## config.mk

```make
export PLATFORM = sky130hd
export DESIGN_NAME = byte_pattern_search_core
export DESIGN_NICKNAME = d
export VERILOG_FILES = /design/src/sv/bps_pkg.sv /design/src/sv/byte_pattern_search_core.sv
export SDC_FILE = /design/constraint.sdc
export NUM_CORES = 2
export LEC_CHECK = 0
export BUFFER_PORTS_ARGS = -buffer_cell sky130_fd_sc_hd__buf_2
export CORE_MARGIN = 2
export CORE_UTILIZATION = 43
export DETAILED_ROUTE_END_ITERATION = 6
export GPL_ROUTABILITY_DRIVEN = 1
export HOLD_SLACK_MARGIN = 0.1
export SYNTH_ARGS = -nofsm -noshare
export SYNTH_HDL_FRONTEND = slang
export SYNTH_SLANG_ARGS = --single-unit
```

## constraint.sdc

```tcl
create_clock -name clock -period 24.3 [get_ports clock]
set_input_delay 4.86 -clock clock [delete_from_list [all_inputs] [get_ports clock]]
set_output_delay 4.86 -clock clock [all_outputs]
set_load 0.02 [all_outputs]
```

## src/sv/bps_pkg.sv

```systemverilog
// Types, constants and helpers for the byte pattern search core.
package bps_pkg;

   localparam int unsigned MAX_PATTERN    = 16;
   localparam int unsigned WIN_DEPTH      = 16;
   localparam int unsigned WIN_INDEX_BITS = 4;
   localparam int unsigned LEN_BITS       = 5;
   localparam int unsigned OFFSET_BITS    = 32;
   localparam int unsigned OUT_BITS       = 32;
   localparam int unsigned CFG_INDEX_BITS = 2;
   localparam int unsigned CFG_DATA_BITS  = 64;
   localparam int unsigned REQ_DATA_BITS  = 8;
   localparam int unsigned RSP_DATA_BITS  = 2 * OUT_BITS;
   localparam int unsigned PATTERN_BITS   = 8 * MAX_PATTERN;

   typedef logic [7:0]             byte_type;
   typedef logic [OFFSET_BITS-1:0] offset_type;

   typedef enum logic [CFG_INDEX_BITS-1:0] {
      REG_MATCH_MODE     = 2'd0,
      REG_PATTERN_LENGTH = 2'd1,
      REG_PATTERN_LOW    = 2'd2,
      REG_PATTERN_HIGH   = 2'd3
   } reg_index_type;

   localparam logic MODE_TEXT = 1'b0;

   localparam byte_type PRINT_LOW  = 8'h20;
   localparam byte_type PRINT_HIGH = 8'h7E;
   localparam byte_type UPPER_A    = 8'h41;
   localparam byte_type UPPER_Z    = 8'h5A;
   localparam byte_type CASE_DELTA = 8'h20;

   // Packed so that match_offset lands in the low bits of tdata.
   typedef struct packed {
      logic [OUT_BITS-1:0] string_start;
      logic [OUT_BITS-1:0] match_offset;
   } result_type;

   function automatic byte_type fold_case(input byte_type b);
      byte_type r;
      r = b;
      if (b >= UPPER_A && b <= UPPER_Z) begin
         r = b + CASE_DELTA;
      end
      return r;
   endfunction

endpackage

```

## src/sv/byte_pattern_search_core.sv

```systemverilog
// Byte pattern search core: one byte per cycle, every match reported with its offsets.
//
// Accepts one buffer byte per clock cycle without pause as long as results are taken.
// Each byte is compared together with the 15 bytes before it against the whole pattern
// in the cycle it is accepted, so the rate is one byte per cycle; a match is registered in
// the result register, or in the skid buffer while rsp is stalled, before it shows on rsp.
// A result register plus a one-entry skid buffer sit on the response side; req_tready
// drops only when both are full. A request with tlast set is searched normally, then the
// window, offset and printable-run tracking restart at zero. Configuration writes take
// effect on the next byte and do not clear the window.
module byte_pattern_search_core (
   input  logic                               clock,
   input  logic                               reset,
   input  logic                               csr_wr_en,
   input  logic [bps_pkg::CFG_INDEX_BITS-1:0] csr_index,
   input  logic [bps_pkg::CFG_DATA_BITS-1:0]  csr_wdata,
   input  logic                               req_tvalid,
   output logic                               req_tready,
   input  logic [bps_pkg::REQ_DATA_BITS-1:0]  req_tdata,  // [7:0] data_byte
   input  logic                               req_tlast,  // last_byte
   output logic                               rsp_tvalid,
   input  logic                               rsp_tready,
   output logic [bps_pkg::RSP_DATA_BITS-1:0]  rsp_tdata   // [31:0] match_offset, [63:32] string_start
);
   import bps_pkg::*;

   localparam offset_type OFFSET_MAX = '1;

   logic                      match_mode_ff;
   logic [LEN_BITS-1:0]       pattern_length_ff;
   logic [PATTERN_BITS-1:0]   pattern_ff;

   byte_type                  window_ff  [WIN_DEPTH];
   byte_type                  window_in  [WIN_DEPTH];
   offset_type                history_ff [WIN_DEPTH];
   offset_type                history_in [WIN_DEPTH];
   logic [LEN_BITS-1:0]       fill_ff, fill_in;
   offset_type                offset_ff, offset_in;
   offset_type                run_start_ff, run_start_in;

   logic                      out_valid_ff, skid_valid_ff;
   result_type                out_data_ff, skid_data_ff;

   logic                      accept;
   logic                      drain;
   byte_type                  in_byte;
   logic                      text_mode;
   logic [LEN_BITS-1:0]       eff_len;
   logic [WIN_INDEX_BITS-1:0] len_m1;
   offset_type                offset_inc;
   byte_type                  pattern_bytes [MAX_PATTERN];
   logic [WIN_DEPTH-1:0]      pos_ok;
   logic                      hit;
   result_type                new_result;

   assign in_byte    = req_tdata[7:0];
   assign accept     = req_tvalid && req_tready;
   assign req_tready = !skid_valid_ff;
   assign drain      = !out_valid_ff || rsp_tready;
   assign rsp_tvalid = out_valid_ff;
   assign rsp_tdata  = out_data_ff;
   assign text_mode  = (match_mode_ff == MODE_TEXT);

   // configuration registers
   always_ff @(posedge clock) begin
      if (reset) begin
         match_mode_ff     <= 1'b0;
         pattern_length_ff <= LEN_BITS'(1);
         pattern_ff        <= '0;
      end else if (csr_wr_en) begin
         unique case (reg_index_type'(csr_index))
            REG_MATCH_MODE:     match_mode_ff     <= csr_wdata[0];
            REG_PATTERN_LENGTH: pattern_length_ff <= csr_wdata[LEN_BITS-1:0];
            REG_PATTERN_LOW:    pattern_ff[CFG_DATA_BITS-1:0] <= csr_wdata;
            REG_PATTERN_HIGH:   pattern_ff[PATTERN_BITS-1:CFG_DATA_BITS] <= csr_wdata;
            default: ;
         endcase
      end
   end

   always_comb begin
      if (pattern_length_ff == '0) begin
         eff_len = LEN_BITS'(1);
      end else if (pattern_length_ff > LEN_BITS'(MAX_PATTERN)) begin
         eff_len = LEN_BITS'(MAX_PATTERN);
      end else begin
         eff_len = pattern_length_ff;
      end
   end

   assign len_m1     = WIN_INDEX_BITS'(eff_len - LEN_BITS'(1));
   assign offset_inc = (offset_ff == OFFSET_MAX) ? OFFSET_MAX : offset_ff + OFFSET_BITS'(1);

   always_comb begin
      for (int k = 0; k < MAX_PATTERN; k++) begin
         pattern_bytes[k] = pattern_ff[8*k +: 8];
      end
   end

   // shifted window and run-start history, newest at entry 0
   always_comb begin
      if (in_byte < PRINT_LOW || in_byte > PRINT_HIGH) begin
         run_start_in = offset_inc;
      end else begin
         run_start_in = run_start_ff;
      end
      window_in[0]  = in_byte;
      history_in[0] = run_start_in;
      for (int i = 1; i < WIN_DEPTH; i++) begin
         window_in[i]  = window_ff[i-1];
         history_in[i] = history_ff[i-1];
      end
      fill_in   = (fill_ff == LEN_BITS'(WIN_DEPTH)) ? fill_ff : fill_ff + LEN_BITS'(1);
      offset_in = offset_inc;
   end

   // window entry j lines up with pattern byte len-1-j
   always_comb begin
      logic [WIN_INDEX_BITS-1:0] pidx;
      byte_type                  d, p;
      for (int j = 0; j < WIN_DEPTH; j++) begin
         pidx = len_m1 - WIN_INDEX_BITS'(j);
         d    = window_in[j];
         p    = pattern_bytes[pidx];
         if (text_mode) begin
            d = fold_case(d);
            p = fold_case(p);
         end
         pos_ok[j] = (WIN_INDEX_BITS'(j) > len_m1) || (d == p);
      end
      hit = (fill_in >= eff_len) && (&pos_ok);
   end

   always_comb begin
      offset_type start;
      start = offset_ff - OFFSET_BITS'(len_m1);
      new_result.match_offset = start[OUT_BITS-1:0];
      new_result.string_start = text_mode ? history_in[len_m1][OUT_BITS-1:0] : '0;
   end

   // window payload; entries beyond the fill count are never compared
   always_ff @(posedge clock) begin
      if (accept) begin
         window_ff  <= window_in;
         history_ff <= history_in;
      end
   end

   always_ff @(posedge clock) begin
      if (reset) begin
         fill_ff      <= '0;
         offset_ff    <= '0;
         run_start_ff <= '0;
      end else if (accept) begin
         if (req_tlast) begin
            fill_ff      <= '0;
            offset_ff    <= '0;
            run_start_ff <= '0;
         end else begin
            fill_ff      <= fill_in;
            offset_ff    <= offset_in;
            run_start_ff <= run_start_in;
         end
      end
   end

   // result register with skid buffer
   always_ff @(posedge clock) begin
      if (reset) begin
         out_valid_ff  <= 1'b0;
         skid_valid_ff <= 1'b0;
      end else if (drain) begin
         if (skid_valid_ff) begin
            out_valid_ff  <= 1'b1;
            skid_valid_ff <= 1'b0;
         end else begin
            out_valid_ff  <= accept && hit;
         end
      end else if (accept && hit) begin
         skid_valid_ff <= 1'b1;
      end
   end

   always_ff @(posedge clock) begin
      if (drain) begin
         out_data_ff <= skid_valid_ff ? skid_data_ff : new_result;
      end
      if (!drain && accept && hit) begin
         skid_data_ff <= new_result;
      end
   end

endmodule

```

Yosys cells after proc, flatten, opt, wreduce, memory -nomap -nowiden
Index checks and enable logic that the tools add are counted.

word-level totals
  register bits after elaboration = 933
  bits of input ports = 80
  output and inout port bits = 66
  word-level logic and storage cells = 423

cells by class
  add/sub/neg operators = 51
  magnitude comparators = 100
  equality and inequality tests = 21
  muxes and demuxes = 126
  bitwise gates (word level) = 16
  reduce and logical (&&, ||, !) cells = 66

operators by type and width
  kind                     number
  $mux W8                  96
  $bmux W8 S4              16
  $add A8 B6 Y8 const B    32
  $ge A8 B7 Y1 const B     32
  $le A8 B7 Y1 const B     32
  $mux W32                 7
  $bmux W32 S4             1
  $eq A8 B8 Y1             16
  $ge A5 B5 Y1 const B     16
  $not A4 Y5               16
  $mux W64                 1
  $logic_and A1 B1 Y1      37
  $add A32 B1 Y32 const B  1
  $eq A32 B32 Y1 const B   1
  $gt A4 B4 Y1 const A     8
  $sub A32 B4 Y32          1
  $sub A4 B4 Y4 const B    8
  $mux W5                  4
  $logic_or A1 B1 Y1       18
  $gt A3 B4 Y1 const A     4
  $reduce_and A16 Y1       1
  $sub A4 B3 Y4 const B    4
  $gt A1 B4 Y1 const A     2
  $gt A2 B4 Y1 const A     2
  other kinds (16)         24

Longest topological paths before layout
  word-level depth = 19
  mapped depth = 35
  mapped depth without buffers = 22

Worst setup path before layout
Ideal clock, no wire load.

  path kind = input port to flip-flop
  from = in req_tvalid
  to = reg offset_ff[17]
  setup time = 0.919 ns
  data arrival time = 22.025 ns
  required time = 23.381 ns
  slack = 1.356 ns
  stages = 4
  buffers on the path = 1
  path through = nand2_1 inv_1 clkbuf_1 a221oi_1

between the ends
  word-level cells in the longest chain between the ends = 1

RTL lines
  what                  line                             text
  from (decl)           byte_pattern_search_core.sv:17   input logic req_tvalid,
  $logic_and A1 B1 Y1   byte_pattern_search_core.sv:57   assign accept = req_tvalid && req_tready;
  net accept            byte_pattern_search_core.sv:44   logic accept;
  to (signal assigned)  byte_pattern_search_core.sv:161  offset_ff <= offset_in;
  to (decl)             byte_pattern_search_core.sv:38   offset_type offset_ff, offset_in;

The timed path passes the listed nets, and every way through them passes these cells.
A chain may end at the register's enable or synchronous reset.

Final worst setup path
  from = reg pattern_length_ff[0]
  to = reg skid_data_ff[54] in the netlist's numbering, enable pin

between the ends
  word-level cells in the longest chain between the ends = 18
  elaborated cells on any way between the ends = 232
  those cells by class = 32 x add/sub; 50 x order compare; 16 x eq/ne; 82 x mux; 16 x bitwise; 36 x reduce/logical

RTL lines
  what                                                 line                             text
  from (decl)                                          byte_pattern_search_core.sv:30   logic [LEN_BITS-1:0] pattern_length_ff;
  from (signal assigned)                               byte_pattern_search_core.sv:73   REG_PATTERN_LENGTH: pattern_length_ff <= csr_wdata[LEN_BITS-1:0];
  $gt A5 B5 Y1                                         byte_pattern_search_core.sv:84   end else if (pattern_length_ff > LEN_BITS'(MAX_PATTERN)) begin
  $mux W5                                              byte_pattern_search_core.sv:84
  $mux W5 *                                            byte_pattern_search_core.sv:82   if (pattern_length_ff == '0) begin
  $sub A4 B1 Y4                                        byte_pattern_search_core.sv:91   assign len_m1 = WIN_INDEX_BITS'(eff_len - LEN_BITS'(1));
  $sub A4 B1 Y4, or another cell as far along          byte_pattern_search_core.sv:122  pidx = len_m1 - WIN_INDEX_BITS'(j);
  $not A4 Y5 (not written as such)                     byte_pattern_search_core.sv:124  p = pattern_bytes[pidx];
  $bmux W8 S4                                          byte_pattern_search_core.sv:124
  $mux W8 (not written as such) (2 in series)          byte_pattern_search_core.sv:124
  $ge A8 B7 Y1 / $le A8 B7 Y1 (equally long branches)  bps_pkg.sv:43                    if (b >= UPPER_A && b <= UPPER_Z) begin
  $logic_and A1 B1 Y1                                  bps_pkg.sv:43
  $mux W8                                              bps_pkg.sv:43
  $mux W8                                              byte_pattern_search_core.sv:125  if (text_mode) begin
  $eq A8 B8 Y1                                         byte_pattern_search_core.sv:129  pos_ok[j] = (WIN_INDEX_BITS'(j) > len_m1) || (d == p);
  $logic_or A1 B1 Y1                                   byte_pattern_search_core.sv:129
  $reduce_and A16 Y1                                   byte_pattern_search_core.sv:131  hit = (fill_in >= eff_len) && (&pos_ok);
  $logic_and A1 B1 Y1 *                                byte_pattern_search_core.sv:131
  $logic_and A1 B1 Y1 *                                byte_pattern_search_core.sv:188  if (!drain && accept && hit) begin
  to (signal assigned)                                 byte_pattern_search_core.sv:189  skid_data_ff <= new_result;
  to (decl)                                            byte_pattern_search_core.sv:42   result_type out_data_ff, skid_data_ff;

Every way passes the cells marked *; elsewhere a longest branch is shown, timed or not. The select of a mux whose other input is x is not followed.

==> metrics.md <==
| Metric | Value |
|---|---|
| Status | finished clean |
| FF-to-FF path depth | 24 |
| Fmax | 0.1074 GHz |
| Leak | 18.78 nW |
| EDFF count, synth | 728 |
| Filler instances | 9877 |
| # IOs | 146 |
| Met1 Wirelength | 64640 um |
| Mapped Nets | 3961 |
| Detailed-routed wire length on met2 | 61620 um |
| Core Area | 0.1102 mm^2 |
| DR iter-0 viols | 3993 |
| I/O Buffers | 145 |
| Yosys reg bits | 933 |
| Critical path, cell by cell | nand2b_1 -> nand2_8 -> inv_6 -> ha_1 -> nor2_1 -> nor2b_4 -> buf_4 -> ha_1 -> a211oi_1 -> xnor2_2 -> buf_4 -> mux4_2 -> ha_1 -> xor2_1 -> xnor2_1 -> nor2_1 -> or4b_1 -> a21oi_1 -> nand4_1 -> nor4_1 -> a41oi_1 -> nor4_2 -> nor2b_4 -> buf_4 |
| Critical-path maximum fanout | 64 |
| Share of cells above drive strength 1 | 0.1883 |
| Sequential share of power | 0.484 |
| Final TNS setup | 0 ns |
| Hold Worst Slack | 0.4015 ns |
| Syn_area_per_cell | 12.42 um^2 |
| Synth area leaders | edfxtp_1 (46%), mux4_2 (11%), dfxtp_1 (8.6%) |
| Total GRT Usage | 0.2509 |
| Sequential area share after synthesis | 0.5456 |
| Clk Tree Root Cell | clkbuf_16 |
| Sw Share | 0.2549 |
| Final setup fails | 0 |
| CP arrival | 9.62 ns |
| Fin. Hold Viols | 0 |
| Slew @ Worst Pin | 1.177 ns |
| Row cnt | 122 |
| Post-route antenna net violation count | 0 |
| Initial antenna violation count | 4 |
| Clock share of power | 0.397 |
| Post-synth top flop | edfxtp_1 |
| Tcrit/Tclk final | 0.3831 |
| Pins Over Slew Limit | 0 |
| Yosys warnings | 0 |
| Congestion Overflow GR | 0 |
| Setup Skew | 0.07215 ns |
| Worst Path Required | 24.61 ns |
| Crit-path slowest cell | dfxtp_2 |
| DRC errors left | 0 |
| Drt pass-1 iters | 6 |
| Setup crit end kind | flop |
| Clock-pin slew on the worst setup and hold paths | 0.06 ns |
| RSZ-0062 raised after global routing | false |
| Crit path launch | pattern_length_ff[0] |
| Routed vias | 33.56k |
| Met3 wire length | 12530 um |
| H-tree depth | 3 |
| Post-CTS setup buffer count | 0 |
| Int Pwr | 2.908 mW |
| Max layer used | met5 |
| Vias/cell | 6.168 |
| Max Buffers Root-to-Sink | 3 |
| R2R Path End | skid_data_ff[54] |
| Yosys top cell by area | edfxtp_1 |
| Hpwl dp | 99060 um |
| Num CTS Buffers | 98 |
| Non-Filler Instances | 5441 |
| Reg-to-reg setup timing slack | 14.99 ns |
| Die width | 336.7 um |
| Cts repair resizes | 0 |
| Fraction of registers with async set/reset | 0 |
| Hold-fix buffers at CTS | 0 |
| CP endpoint | skid_data_ff[54] |
| Placed Cells | 5260 |
| NetSw | 0.9950 mW |
| Area Growth Syn to Fin | 11.61% |
| Min-delay worst type | reg -> reg |
| Total Nets Final | 4001 |
| Wire per inst | 26.50 um |
| Slew headroom | 0.2154 |
| Worst r2r src | pattern_length_ff[0] |
| CTS tree | yes |
| Die area | 0.1133 mm^2 |
| Max_cap viols | 0 |
| Worst-Skew Late Latency | 0.71 ns |
| Post-Route WL | 144200 um |
| Startpoint Class | flop |
| Maximum vdd drop | 0.07033 mV |
| Logic pwr share | 0.120 |
| First-pass GRT wire length | 212500 um |
| Crit-path max cell delay | 0.75 ns |
| GPL Wtd Cong | 1.004 |
| Starting density of the core | 0.4318 |
| Post-synthesis instance total | 3832 |
| Largest net degree at the start of global routing | 188 |
| Distinct cells, synth | 89 |
| Number of global-route vias before repair | 31.40k |
| Cell area after synthesis | 0.04759 mm^2 |
| CTS Sinks | 933 |
| PD cells | 73.49 mW/mm^2 |
| Die Y | 336.7 um |
| Share of the synthesized area in the top cell type | 0.4594 |
| Min Tclk post-route | 9.308 ns |
| Crit Path Category | reg -> reg |
[worst min path at each step]
stage,from,end,slack [ns],cells past startpoint
2_1_floorplan,history_ff[160],history_ff[128],0.42,0
3_3_place_gp,history_ff[350],history_ff[318],0.42,0
3_5_place_dp,history_ff[449],history_ff[417],0.43,0
4_1_cts,history_ff[279],history_ff[247],0.39,0
5_1_grt,history_ff[163],history_ff[131],0.41,0
6_report,history_ff[163],history_ff[131],0.40,0
[critical path: cells and delay by family, from the launching register on]
| family | cells | cell delay (ns) |
|---|---|---|
| xor+xnor | 3 | 0.47 |
| simple gates | 10 | 3.50 |
| buf+inv | 4 | 1.73 |
| fa+ha+maj | 3 | 0.85 |
| flops | 1 | 0.75 |
| compound gates | 3 | 0.71 |
| mux | 1 | 0.60 |
[metal layers]
layer	vias to the layer above	track usage
li1	14800	-
met1	16890	0.3767
met2	1584	0.3604
met3	282	0.04912
met4	2	0.08900
met5	-	0
[synth_stat cells (30+ instances only)]
cell / instances
ha_1: 48
clkbuf_1: 204
mux4_2: 232
and3_1: 49
a21oi_1: 253
inv_1: 43
dfxtp_1: 205
buf_1: 39
nor3_1: 57
nand3_1: 60
o21ai_0: 59
xnor2_1: 114
mux2_2: 96
a221oi_1: 30
a22oi_1: 53
xor2_1: 77
o22ai_1: 35
edfxtp_1: 728
a31oi_1: 64
mux2i_1: 204
nand2_1: 509
nor2_1: 221
a311oi_1: 32
[sequential cells by signal (all words and copies together) (netlist names), 5 cells and up]
name and count:
skid_data_ff 64, fill_ff 5, run_start_ff 32, pattern_ff 128, window_ff 120, pattern_length_ff 5
history_ff 480, offset_ff 32, rsp_tdata 64
[cells by family after synthesis]
family | count (synthesis) | synth area share
adder cells (fa/ha/maj) | 51 | 0.01346
AO/OA/AOI/OAI | 713 | 0.09773
flip-flops | 933 | 0.5456
XOR/XNOR | 191 | 0.03515
multiplexers | 533 | 0.1757
AND/OR/NAND/NOR | 1094 | 0.1055
buffers and inverters | 317 | 0.02682
[power groups by stage]
| stage | registers (mW) | clock network (mW) | logic [mW] |
|---|---|---|---|
| global placement | 1.92 | 0 | 0.458 |
| detailed placement | 1.92 | 0 | 0.461 |
| floorplan | 1.95 | 0 | 0.295 |
| finish | 1.89 | 1.55 | 0.467 |
| CTS | 1.89 | 1.59 | 0.464 |
| global route | 1.90 | 1.65 | 0.501 |
[layout by cell type (no fill, tap or decap), drive strengths merged, types with 19 or more instances in the layout]
cell type	count
a221oi	30
a311oi	32
nor4	23
nand4	20
or2	20
mux4	232
xor2	77
or3	26
nor3	57
nand2	510
xnor2	114
ha	48
mux2	97
nor4b	21
mux2i	204
nor2b	23
o31ai	24
edfxtp	728
nand3	60
a21oi	253
o22ai	35
a31oi	64
dfxtp	205
inv	48
nor2	221
and3	49
o21ai	68
a22oi	53
clkinv	39
clkbuf	130
buf	209
nand2b	19
[through the flow]
| stage | area, um^2 | worst slack (ns) | power, mW | util |
|---|---|---|---|---|
| 4_1_cts | 53110 | 15.10 | 3.935 | 0.4819 |
| 3_5_place_dp | 49730 | 14.60 | 2.379 | 0.4513 |
| 5_1_grt | 53110 | 14.61 | 4.043 | 0.4819 |
| 2_1_floorplan | 47590 | 1.356 | 2.243 | - |
| 6_report | 53110 | 14.99 | 3.903 | 0.4819 |
| 3_3_place_gp | 49730 | 14.53 | 2.374 | 0.4513 |
[cell type report]
class / count / area, um^2 / share of cell area
antenna: 1 / 2.502 / 0.00004712
clock buffer: 130 / 2736 / 0.05152
clock inverter: 50 / 639.4 / 0.01204
inverter: 48 / 196.4 / 0.003699
multi-input combinational: 2582 / 20470 / 0.3854
sequential: 933 / 25970 / 0.4890
tap: 1488 / 1862 / 0.03505
timing repair buffer: 209 / 1237 / 0.02330
(Power assumes the default switching activity.)
